**src/rtl/core/sclex_pkg.sv**
```systemverilog
// sclex_pkg: shared types, token kind codes, character classes and the keyword table
// for the source code lexer. No dependencies.

package sclex_pkg;

	typedef logic [5:0] kind_t;

	localparam kind_t KIND_IDENT     = 6'd9;
	localparam kind_t KIND_NUMBER    = 6'd10;
	localparam kind_t KIND_AND_AND   = 6'd11;
	localparam kind_t KIND_OR_OR     = 6'd12;
	localparam kind_t KIND_EQ_EQ     = 6'd13;
	localparam kind_t KIND_NOT_EQ    = 6'd14;
	localparam kind_t KIND_LESS_EQ   = 6'd15;
	localparam kind_t KIND_GREATER_EQ = 6'd16;
	localparam kind_t KIND_ASSIGN    = 6'd17;
	localparam kind_t KIND_NOT       = 6'd18;
	localparam kind_t KIND_LESS      = 6'd19;
	localparam kind_t KIND_GREATER   = 6'd20;
	localparam kind_t KIND_PLUS      = 6'd21;
	localparam kind_t KIND_MINUS     = 6'd22;
	localparam kind_t KIND_STAR      = 6'd23;
	localparam kind_t KIND_SLASH     = 6'd24;
	localparam kind_t KIND_LPAREN    = 6'd25;
	localparam kind_t KIND_RPAREN    = 6'd26;
	localparam kind_t KIND_LBRACE    = 6'd27;
	localparam kind_t KIND_RBRACE    = 6'd28;
	localparam kind_t KIND_COMMA     = 6'd29;
	localparam kind_t KIND_SEMI      = 6'd30;
	localparam kind_t KIND_UNKNOWN   = 6'd31;
	localparam kind_t KIND_EOF       = 6'd32;
	localparam kind_t KIND_NONE      = 6'd0;

	typedef enum logic [2:0] {
		MODE_IDLE,
		MODE_IDENT,
		MODE_INT,
		MODE_FRAC,
		MODE_OP
	} lex_mode_t;

	typedef struct packed {
		kind_t       kind;
		logic [15:0] start;
		logic [15:0] length;
		logic [15:0] line;
		logic [7:0]  unknown_byte;
		logic        run_last;
	} token_t;

	// result queue
	localparam int FIFO_DEPTH = 4;
	localparam int PTR_W      = 2;
	localparam int FILL_W     = 3;

	localparam int KW_COUNT   = 9;
	localparam int KW_MAX_LEN = 8;

	localparam logic [7:0] KW_TEXT [KW_COUNT][KW_MAX_LEN] = '{
		'{"f", "u", "n", "c", "t", "i", "o", "n"},
		'{"i", "f", 8'h00, 8'h00, 8'h00, 8'h00, 8'h00, 8'h00},
		'{"e", "l", "s", "e", 8'h00, 8'h00, 8'h00, 8'h00},
		'{"w", "h", "i", "l", "e", 8'h00, 8'h00, 8'h00},
		'{"r", "e", "t", "u", "r", "n", 8'h00, 8'h00},
		'{"i", "n", "t", 8'h00, 8'h00, 8'h00, 8'h00, 8'h00},
		'{"f", "l", "o", "a", "t", 8'h00, 8'h00, 8'h00},
		'{"b", "o", "o", "l", 8'h00, 8'h00, 8'h00, 8'h00},
		'{"s", "t", "r", "i", "n", "g", 8'h00, 8'h00}
	};

	localparam logic [4:0] KW_LEN [KW_COUNT] = '{
		5'd8, 5'd2, 5'd4, 5'd5, 5'd6, 5'd3, 5'd5, 5'd4, 5'd6
	};

	localparam logic [7:0] CH_UNDERSCORE = 8'h5f;
	localparam logic [7:0] CH_DOT        = 8'h2e;
	localparam logic [7:0] CH_NEWLINE    = 8'h0a;

	function automatic logic is_alpha(input logic [7:0] c);
		return (c >= "a" && c <= "z") || (c >= "A" && c <= "Z");
	endfunction

	function automatic logic is_digit(input logic [7:0] c);
		return c >= "0" && c <= "9";
	endfunction

	function automatic logic is_space(input logic [7:0] c);
		return c == " " || (c >= 8'd9 && c <= 8'd13);
	endfunction

	function automatic logic is_op_start(input logic [7:0] c);
		return c == "&" || c == "|" || c == "=" || c == "!" || c == "<" || c == ">";
	endfunction

	function automatic kind_t single_kind(input logic [7:0] c);
		kind_t k;
		case (c)
			"=":     k = KIND_ASSIGN;
			"!":     k = KIND_NOT;
			"<":     k = KIND_LESS;
			">":     k = KIND_GREATER;
			"+":     k = KIND_PLUS;
			"-":     k = KIND_MINUS;
			"*":     k = KIND_STAR;
			"/":     k = KIND_SLASH;
			"(":     k = KIND_LPAREN;
			")":     k = KIND_RPAREN;
			"{":     k = KIND_LBRACE;
			"}":     k = KIND_RBRACE;
			",":     k = KIND_COMMA;
			";":     k = KIND_SEMI;
			default: k = KIND_UNKNOWN;
		endcase
		return k;
	endfunction

	// KIND_NONE when the two bytes do not form an operator
	function automatic kind_t pair_kind(input logic [7:0] a, input logic [7:0] b);
		kind_t k;
		k = KIND_NONE;
		if (a == "&" && b == "&") k = KIND_AND_AND;
		else if (a == "|" && b == "|") k = KIND_OR_OR;
		else if (a == "=" && b == "=") k = KIND_EQ_EQ;
		else if (a == "!" && b == "=") k = KIND_NOT_EQ;
		else if (a == "<" && b == "=") k = KIND_LESS_EQ;
		else if (a == ">" && b == "=") k = KIND_GREATER_EQ;
		return k;
	endfunction

	// prefix holds the first eight identifier bytes, byte 0 in the low bits
	function automatic kind_t keyword_kind(input logic [63:0] prefix, input logic [4:0] len);
		kind_t k;
		logic  hit;
		k = KIND_IDENT;
		for (int i = KW_COUNT - 1; i >= 0; i--) begin
			hit = (len == KW_LEN[i]);
			for (int j = 0; j < KW_MAX_LEN; j++) begin
				if (5'(j) < KW_LEN[i] && prefix[8*j +: 8] != KW_TEXT[i][j]) begin
					hit = 1'b0;
				end
			end
			if (hit) begin
				k = 6'(i);
			end
		end
		return k;
	endfunction

endpackage

```
**src/rtl/core/sclex_if.sv**
```systemverilog
// sclex_if: valid/ready channel interfaces for the source code lexer, one for
// source bytes and one for tokens. No dependencies.

interface sclex_text_if;
	logic       valid;
	logic       ready;
	logic [7:0] ch_byte;
	logic       end_of_input;

	modport source (output valid, output ch_byte, output end_of_input, input ready);
	modport sink (input valid, input ch_byte, input end_of_input, output ready);
endinterface

interface sclex_token_if;
	logic        valid;
	logic        ready;
	logic [5:0]  token_kind;
	logic [15:0] token_start;
	logic [15:0] token_length;
	logic [15:0] line_number;
	logic [7:0]  unknown_byte;
	logic        run_last;

	modport source (output valid, output token_kind, output token_start, output token_length,
		output line_number, output unknown_byte, output run_last, input ready);
	modport sink (input valid, input token_kind, input token_start, input token_length,
		input line_number, input unknown_byte, input run_last, output ready);
endinterface

```
**src/rtl/core/source_code_lexer_top.sv**
```systemverilog
// source_code_lexer_top: streaming lexer, one source byte per transfer in, tokens out.
// Depends on sclex_pkg and the channel interfaces in sclex_if.sv.

// The lexer takes one byte per cycle: a byte is registered on transfer and lexed from
// that register against the lexer state, and the zero, one or two tokens it closes go
// into a four-entry result queue. The input keeps taking a byte every cycle as long as
// the queue has two free entries; since the queue drains one token per cycle at most,
// and only while the receiver is ready, bytes that close two tokens (a word, number or
// pending operator ended by a one-byte symbol or unknown byte, an end item that flushes
// a pending token) fill it faster than it drains and can briefly hold off the input.
// Offsets, lengths and line numbers count in COUNT_WIDTH bits, saturate, and leave on
// the 16-bit fields as their low bits. Identifiers up to KEYWORD_BYTES long keep their
// bytes for the keyword compare; longer ones are plain identifiers.

module source_code_lexer_top #(
	parameter int KEYWORD_BYTES = 8,
	parameter int COUNT_WIDTH   = 16
) (
	input  logic                 clk,
	input  logic                 arst_n,
	sclex_text_if.sink           text,
	sclex_token_if.source        token
);

	localparam int IC_W  = $clog2(KEYWORD_BYTES + 2);
	localparam int IDX_W = $clog2(KEYWORD_BYTES);
	localparam logic [COUNT_WIDTH-1:0] CNT_MAX = '1;

	// input stage
	logic       valid_s1;
	logic [7:0] byte_s1;
	logic       eoi_s1;

	// lexer state
	sclex_pkg::lex_mode_t   mode_q, mode_d;
	logic [7:0]             prefix_q [KEYWORD_BYTES];
	logic [IC_W-1:0]        ident_cnt_q, ident_cnt_d;
	logic [7:0]             pend_q, pend_d;
	logic [COUNT_WIDTH-1:0] tsr_q, tsr_d;
	logic [COUNT_WIDTH-1:0] pos_q, pos_d;
	logic [COUNT_WIDTH-1:0] line_q, line_d;

	logic                   pre_we;
	logic [IDX_W-1:0]       pre_idx;

	// result queue
	sclex_pkg::token_t       fifo_q [sclex_pkg::FIFO_DEPTH];
	logic [sclex_pkg::PTR_W-1:0]  head_q, tail_q;
	logic [sclex_pkg::FILL_W-1:0] fill_q;

	logic step, pop;
	logic [1:0] push_n;
	sclex_pkg::token_t tok_a, tok_b, flush_tok, r0, r1;
	logic a_vld, b_vld, flush_vld, do_flush, do_begin;
	logic [63:0] prefix64;
	sclex_pkg::kind_t kind_pair, kind_single_pend, kind_single_c;

	assign step = valid_s1 &&
		(fill_q <= sclex_pkg::FILL_W'(sclex_pkg::FIFO_DEPTH - 2));
	assign pop  = token.valid && token.ready;
	assign text.ready = !valid_s1 || step;

	always_ff @(posedge clk or negedge arst_n) begin
		if (!arst_n) begin
			valid_s1 <= 1'b0;
		end else if (text.ready) begin
			valid_s1 <= text.valid;
		end
	end

	always_ff @(posedge clk) begin
		if (text.valid && text.ready) begin
			byte_s1 <= text.ch_byte;
			eoi_s1  <= text.end_of_input;
		end
	end

	always_comb begin
		prefix64 = '0;
		for (int j = 0; j < sclex_pkg::KW_MAX_LEN; j++) begin
			prefix64[8*j +: 8] = prefix_q[j];
		end
	end

	assign kind_pair        = sclex_pkg::pair_kind(pend_q, byte_s1);
	assign kind_single_pend = sclex_pkg::single_kind(pend_q);
	assign kind_single_c    = sclex_pkg::single_kind(byte_s1);

	// token closed by the pending state
	always_comb begin
		flush_vld = 1'b1;
		flush_tok = '0;
		flush_tok.start  = 16'(tsr_q);
		flush_tok.length = 16'(pos_q - tsr_q);
		flush_tok.line   = 16'(line_q);
		case (mode_q)
			sclex_pkg::MODE_IDENT: begin
				flush_tok.kind = sclex_pkg::keyword_kind(prefix64, 5'(ident_cnt_q));
			end
			sclex_pkg::MODE_INT, sclex_pkg::MODE_FRAC: begin
				flush_tok.kind = sclex_pkg::KIND_NUMBER;
			end
			sclex_pkg::MODE_OP: begin
				flush_tok.kind   = kind_single_pend;
				flush_tok.length = 16'd1;
				flush_tok.unknown_byte =
					(kind_single_pend == sclex_pkg::KIND_UNKNOWN) ? pend_q : 8'h00;
			end
			default: flush_vld = 1'b0;
		endcase
	end

	always_comb begin
		mode_d      = mode_q;
		ident_cnt_d = ident_cnt_q;
		pend_d      = pend_q;
		tsr_d       = tsr_q;
		pos_d       = pos_q;
		line_d      = line_q;
		pre_we      = 1'b0;
		pre_idx     = ident_cnt_q[IDX_W-1:0];
		a_vld       = 1'b0;
		b_vld       = 1'b0;
		tok_a       = '0;
		tok_b       = '0;
		do_flush    = 1'b0;
		do_begin    = 1'b0;

		if (eoi_s1) begin
			do_flush = 1'b1;
			b_vld = 1'b1;
			tok_b.kind  = sclex_pkg::KIND_EOF;
			tok_b.start = 16'(pos_q);
			tok_b.line  = 16'(line_q);
		end else begin
			case (mode_q)
				sclex_pkg::MODE_IDENT: begin
					if (sclex_pkg::is_alpha(byte_s1) || sclex_pkg::is_digit(byte_s1) ||
						byte_s1 == sclex_pkg::CH_UNDERSCORE) begin
						pre_we = (ident_cnt_q < IC_W'(KEYWORD_BYTES));
						if (ident_cnt_q <= IC_W'(KEYWORD_BYTES)) begin
							ident_cnt_d = ident_cnt_q + IC_W'(1);
						end
					end else begin
						do_flush = 1'b1;
						do_begin = 1'b1;
					end
				end
				sclex_pkg::MODE_INT: begin
					if (sclex_pkg::is_digit(byte_s1)) begin
						mode_d = sclex_pkg::MODE_INT;
					end else if (byte_s1 == sclex_pkg::CH_DOT) begin
						mode_d = sclex_pkg::MODE_FRAC;
					end else begin
						do_flush = 1'b1;
						do_begin = 1'b1;
					end
				end
				sclex_pkg::MODE_FRAC: begin
					if (!sclex_pkg::is_digit(byte_s1)) begin
						do_flush = 1'b1;
						do_begin = 1'b1;
					end
				end
				sclex_pkg::MODE_OP: begin
					if (kind_pair != sclex_pkg::KIND_NONE) begin
						a_vld = 1'b1;
						tok_a.kind   = kind_pair;
						tok_a.start  = 16'(tsr_q);
						tok_a.length = 16'd2;
						tok_a.line   = 16'(line_q);
						mode_d = sclex_pkg::MODE_IDLE;
					end else begin
						do_flush = 1'b1;
						do_begin = 1'b1;
					end
				end
				default: do_begin = 1'b1;
			endcase
			if (pos_q < CNT_MAX) begin
				pos_d = pos_q + COUNT_WIDTH'(1);
			end
		end

		if (do_flush) begin
			a_vld  = flush_vld;
			tok_a  = flush_tok;
			mode_d = sclex_pkg::MODE_IDLE;
		end

		if (do_begin) begin
			mode_d = sclex_pkg::MODE_IDLE;
			if (sclex_pkg::is_space(byte_s1)) begin
				if (byte_s1 == sclex_pkg::CH_NEWLINE && line_q < CNT_MAX) begin
					line_d = line_q + COUNT_WIDTH'(1);
				end
			end else if (sclex_pkg::is_alpha(byte_s1) || byte_s1 == sclex_pkg::CH_UNDERSCORE) begin
				mode_d      = sclex_pkg::MODE_IDENT;
				tsr_d       = pos_q;
				pre_we      = 1'b1;
				pre_idx     = '0;
				ident_cnt_d = IC_W'(1);
			end else if (sclex_pkg::is_digit(byte_s1)) begin
				mode_d = sclex_pkg::MODE_INT;
				tsr_d  = pos_q;
			end else if (sclex_pkg::is_op_start(byte_s1)) begin
				mode_d = sclex_pkg::MODE_OP;
				pend_d = byte_s1;
				tsr_d  = pos_q;
			end else begin
				b_vld = 1'b1;
				tok_b.kind   = kind_single_c;
				tok_b.start  = 16'(pos_q);
				tok_b.length = 16'd1;
				tok_b.line   = 16'(line_q);
				tok_b.unknown_byte =
					(kind_single_c == sclex_pkg::KIND_UNKNOWN) ? byte_s1 : 8'h00;
			end
		end
	end

	// order the results of this byte: pending token first
	always_comb begin
		r0 = a_vld ? tok_a : tok_b;
		r0.run_last = !(a_vld && b_vld);
		r1 = tok_b;
		r1.run_last = 1'b1;
		push_n = step ? ({1'b0, a_vld} + {1'b0, b_vld}) : 2'd0;
	end

	always_ff @(posedge clk or negedge arst_n) begin
		if (!arst_n) begin
			mode_q      <= sclex_pkg::MODE_IDLE;
			ident_cnt_q <= '0;
			pend_q      <= '0;
			tsr_q       <= '0;
			pos_q       <= '0;
			line_q      <= COUNT_WIDTH'(1);
		end else if (step) begin
			mode_q      <= mode_d;
			ident_cnt_q <= ident_cnt_d;
			pend_q      <= pend_d;
			tsr_q       <= tsr_d;
			pos_q       <= pos_d;
			line_q      <= line_d;
		end
	end

	always_ff @(posedge clk) begin
		if (step && pre_we) begin
			prefix_q[pre_idx] <= byte_s1;
		end
	end

	always_ff @(posedge clk) begin
		if (push_n != 2'd0) begin
			fifo_q[tail_q] <= r0;
		end
		if (push_n == 2'd2) begin
			fifo_q[tail_q + sclex_pkg::PTR_W'(1)] <= r1;
		end
	end

	always_ff @(posedge clk or negedge arst_n) begin
		if (!arst_n) begin
			head_q <= '0;
			tail_q <= '0;
			fill_q <= '0;
		end else begin
			tail_q <= tail_q + sclex_pkg::PTR_W'(push_n);
			if (pop) begin
				head_q <= head_q + sclex_pkg::PTR_W'(1);
			end
			fill_q <= fill_q + sclex_pkg::FILL_W'(push_n) - sclex_pkg::FILL_W'(pop);
		end
	end

	assign token.valid        = (fill_q != '0);
	assign token.token_kind   = fifo_q[head_q].kind;
	assign token.token_start  = fifo_q[head_q].start;
	assign token.token_length = fifo_q[head_q].length;
	assign token.line_number  = fifo_q[head_q].line;
	assign token.unknown_byte = fifo_q[head_q].unknown_byte;
	assign token.run_last     = fifo_q[head_q].run_last;

endmodule

```
**src/flat_wrapper.sv**
```systemverilog
// flat-port wrapper written by rule: the top's interface ports become plain ports
module source_code_lexer_top_flat 
#(
	parameter int KEYWORD_BYTES = 8,
	parameter int COUNT_WIDTH   = 16
)
  (clk, arst_n, text_valid, text_ch_byte, text_end_of_input, text_ready, token_valid, token_token_kind, token_token_start, token_token_length, token_line_number, token_unknown_byte, token_run_last, token_ready);
  sclex_text_if text_i ();
  sclex_token_if token_i ();
  input  logic clk;
  input  logic arst_n;
  input wire logic [$bits(text_i.valid)-1:0] text_valid;
  input wire logic [$bits(text_i.ch_byte)-1:0] text_ch_byte;
  input wire logic [$bits(text_i.end_of_input)-1:0] text_end_of_input;
  output wire logic [$bits(text_i.ready)-1:0] text_ready;
  output wire logic [$bits(token_i.valid)-1:0] token_valid;
  output wire logic [$bits(token_i.token_kind)-1:0] token_token_kind;
  output wire logic [$bits(token_i.token_start)-1:0] token_token_start;
  output wire logic [$bits(token_i.token_length)-1:0] token_token_length;
  output wire logic [$bits(token_i.line_number)-1:0] token_line_number;
  output wire logic [$bits(token_i.unknown_byte)-1:0] token_unknown_byte;
  output wire logic [$bits(token_i.run_last)-1:0] token_run_last;
  input wire logic [$bits(token_i.ready)-1:0] token_ready;
  assign text_i.valid = text_valid;
  assign text_i.ch_byte = text_ch_byte;
  assign text_i.end_of_input = text_end_of_input;
  assign text_ready = text_i.ready;
  assign token_valid = token_i.valid;
  assign token_token_kind = token_i.token_kind;
  assign token_token_start = token_i.token_start;
  assign token_token_length = token_i.token_length;
  assign token_line_number = token_i.line_number;
  assign token_unknown_byte = token_i.unknown_byte;
  assign token_run_last = token_i.run_last;
  assign token_i.ready = token_ready;
  source_code_lexer_top #(.KEYWORD_BYTES(KEYWORD_BYTES), .COUNT_WIDTH(COUNT_WIDTH)) u_core (.clk(clk), .arst_n(arst_n), .text(text_i), .token(token_i));
endmodule
```
**config.mk**
```make
export PLATFORM = sky130hd
export DESIGN_NAME = source_code_lexer_top_flat
export DESIGN_NICKNAME = d
export VERILOG_FILES = /design/src/rtl/core/sclex_pkg.sv /design/src/rtl/core/sclex_if.sv /design/src/rtl/core/source_code_lexer_top.sv /design/src/flat_wrapper.sv
export SDC_FILE = /design/constraint.sdc
export NUM_CORES = 1
export LEC_CHECK = 0
export BUFFER_PORTS_ARGS = -buffer_cell sky130_fd_sc_hd__buf_2
export CORE_ASPECT_RATIO = 2
export CORE_MARGIN = 1
export CORE_UTILIZATION = 57
export CTS_BUF_LIST = sky130_fd_sc_hd__clkbuf_8
export DETAILED_ROUTE_END_ITERATION = 10
export GPL_TIMING_DRIVEN = 0
export PLACE_DENSITY = 0.74
export SLEW_MARGIN = 10
export SYNTH_ARGS = -nofsm -noshare
export SYNTH_HDL_FRONTEND = slang
export SYNTH_SLANG_ARGS = --single-unit
```
**constraint.sdc**
```tcl
create_clock -name clk -period 8.1 [get_ports clk]
set_input_delay 1.215 -clock clk [delete_from_list [all_inputs] [get_ports clk]]
set_output_delay 1.215 -clock clk [all_outputs]
set_load 0.02 [all_outputs]
```
==> results_dict.tcl <==
set metrics [dict create \
    dp_hpwl_um 38500 \
    clock_path_buffers 3 \
    timing.final.crit_share 0.761 \
    yosysTopAreaCell "edfxtp_1" \
    synth_top_area_frac 0.413 \
    fin_worst_skew_ns 0.0354 \
    outcome "finished, final reports clean" \
    hold_violations 0 \
    cap_violations 0 \
    utilization 0.645 \
    end_kind "register" \
    cts.sinks 396 \
    grt_overflow 0 \
    tightest_slew_ns 1.25 \
    ant_nets 0 \
    finalNonFillerCells 2128 \
    ys.flop_type "edfxtp_1" \
    floorplan.initialDensity 0.579 \
    worstPathRequired_ns 8.59 \
    grt_first_pass_wirelength_um 79000 \
    mostFrequentLayoutCells "edfxtp_1, a22o_1, nand2_1" \
    remaining_drc_errors 0 \
    synth_cell_types 83 \
    fillers 2516 \
    drive_gt1_frac 0.162 \
    setup_violations 0 \
    yosys_warnings 0 \
    std_cell_rows 94 \
    min_period_ns 6.16 \
    gp_congestion 1.02 \
    wl_per_cell_um 24.6 \
    cts_tree "yes" \
    yosys-top-cells-area "edfxtp_1, dfrtp_1, mux4_2" \
    arrival_ns 6.65 \
    regArea_um2 10900 \
    first_iter_violations 926 \
    avgSynthCellArea_um2 12.5 \
    ff2ff_setup_slack_ns 1.94 \
    port_buffers 77 \
    ys_async_sr_fraction 0.179 \
    synth-seq-cells 396 \
    synth_edf_count 261 \
    fmax_ghz 0.162 \
    clkTransAtPathRegs_ns 0.07 \
    dieArea_um2 34100 \
    cts_setup_buffers 0 \
    hold_class "input pin to asynchronous set/reset pin" \
    whs_ns 0.438 \
    vias 13500 \
    layout_commonest_cell "edfxtp_1" \
    synthCells 1516 \
    drt_first_pass_iters 5 \
    nets 1692 \
    reg2regPathDepth 17 \
    cp_max_fo 10 \
    vias_per_cell 6.35 \
    r2r-end "u_core.fifo_q[3][50]" \
    relSlewSlack 0.160 \
    cts_hold_buf 0 \
    crit_path_cell_trace "buf_2 > or3b_4 > or4_4 > nor4_4 > nor4_2 > o21ai_2 > and2_1 > buf_6 > inv_1 > ha_1 > clkbuf_1 > o21ai_1 > or2_2 > clkbuf_1 > nor2_1 > clkbuf_1 > a22o_1" \
    power-per-cell-area_nw_per_um2 353 \
    tns_ns 0 \
    antenna_found_initial 1 \
    grt_max_degree 61 \
    core_region_area_um2 32800 \
    crit_family "simple AND/OR/NAND/NOR gates" \
    cp_slowest_stage_delay_ns 0.64 \
    slew_violations 0 \
    syn_area_um2 19000 \
    synthesis.nets 1557 \
    slowest_stage "nor2_1" \
    path_class "register to register" \
    ios 78 \
    grt_pass1_vias 14100 \
    crit_top_cell "clkbuf_1" \
    r2r_start "u_core.byte_s1[6]" \
    leakage_nw 7.66 \
    drt-total-wl_um 52400 \
    die_y_um 260 \
    cts_buffers 52 \
    multi_input_area_um2 7550 \
    vdd_drop_max_mv 0.185 \
    yosysSeqAreaShare 0.574 \
    root_buffer "clkbuf_8" \
    start_kind "register" \
    grt_use_total 0.319 \
    crit_buf_inv 6 \
    die_w_um 131 \
    clkLatencyLatePin_ns 0.63 \
    dp.cells 2029 \
    areaGrowthSynthToFinish_pct 11.4 \
    cts_resized 0 \
    h-tree-depth 2 \
    rsz0062_at_grt "false" \
]
[synthesized netlist by cell type (5+ instances only)]
master and instances:
dfxtp_1 64, mux2_2 8, a31oi_1 9, o31ai_1 7, a22o_1 122, o21ai_0 70
buf_2 5, nor2b_1 14, dfrtp_1 70, nor2_2 5, nand3_1 45, clkbuf_1 73
inv_1 41, xnor2_1 37, and3b_1 5, buf_1 14, nor2_1 88, nand2_1 89
a21o_1 6, mux4_2 63, a21oi_1 33, and3_1 10, nand3b_1 15, and2_1 75
o21a_1 6, ha_1 26, nor3_1 33, o22ai_1 24, nor4b_1 9, or2_2 5
nand4_1 21, nand2b_1 18, or4bb_1 6, or3_1 10, o211ai_1 7, nor4_1 17
edfxtp_1 261, nand4b_1 7, a22oi_1 7, xor2_1 13
[cell families (layout without fill, tap and decap cells)]
group,count (synthesis),in the layout,synth area share
AOI/OAI and AO/OA,334,334,0.128
xor gates and xnor gates,50,50,0.0231
adders and majority gates,28,28,0.0192
buffers and inverters,137,316,0.0288
DFF,396,396,0.574
muxes,73,73,0.0805
other,0,1,0
and+or+nand+nor,498,498,0.147
[per-layer routing]
metal  vias up  GRT usage  share of wire
met5         -          0              0
met4         0      0.246          0.080
met3       212     0.0403          0.041
met2       522      0.612           0.57
met1      6669      0.292           0.31
li1       6102          -              -
[state kept, by name, summed over array words and instances (netlist names)]
signal and count:
u_core.line_q 16, u_core.tail_q 2, u_core.pend_q 8, u_core.eoi_s1 1, u_core.fifo_q 252, u_core.pos_q 16, u_core.valid_s1 1, u_core.byte_s1 8
u_core.ident_cnt_q 4, u_core.fill_q 3, u_core.head_q 2, u_core.prefix_q 64, u_core.mode_q 3, u_core.tsr_q 16
[worst max path at each step]
| stage | from | end | slack (ns) | cells after the start |
|---|---|---|---|---|
| 2_1_floorplan | u_core.byte_s1[6] | u_core.fifo_q[1][10] | 3.05 | 15 |
| 3_3_place_gp | u_core.byte_s1[6] | u_core.fifo_q[1][15] | 1.23 | 15 |
| 3_5_place_dp | u_core.byte_s1[6] | u_core.fifo_q[3][21] | 2.02 | 17 |
| 4_1_cts | u_core.byte_s1[6] | u_core.fifo_q[3][21] | 2.00 | 17 |
| 5_1_grt | u_core.byte_s1[2] | u_core.fifo_q[3][21] | 1.66 | 16 |
| 6_report | u_core.byte_s1[6] | u_core.fifo_q[3][50] | 1.94 | 17 |
[final cells by class]
type | instances | share of cell area
clock inverters | 43 | 0.0182
repair buffers | 81 | 0.0225
inverters | 41 | 0.00739
multi-input cells | 983 | 0.357
well taps | 432 | 0.0256
diodes | 1 | 0.000118
flip-flops and latches | 396 | 0.515
plain buffers | 96 | 0.0186
clock buffers | 55 | 0.0358
[report_power, final]
part           switching, mW  internal [mW]
logic                   1.95           1.07
clock network          0.773          0.863
registers              0.221           2.60
total                   2.94           4.53
[worst reg2reg max path, delay by kind of cell, from the launching register on]
family	cells	cell delay, ns
buffers and inverters	6	1.68
adders and majority gates	1	0.27
AOI/OAI and AO/OA	3	0.74
and+or+nand+nor	7	2.75
DFF	1	0.61
[metrics by stage]
| step | power, mW | area [µm²] | setup slack (ns) |
|---|---|---|---|
| floorplan | 4.83 | 19000 | 3.05 |
| global placement | 5.77 | 19900 | 1.23 |
| detailed placement | 5.84 | 20000 | 2.02 |
| CTS | 7.47 | 21100 | 2.00 |
| global route | 7.81 | 21200 | 1.66 |
| finish | 7.47 | 21200 | 1.94 |
Power figures use the tool's default switching activity.
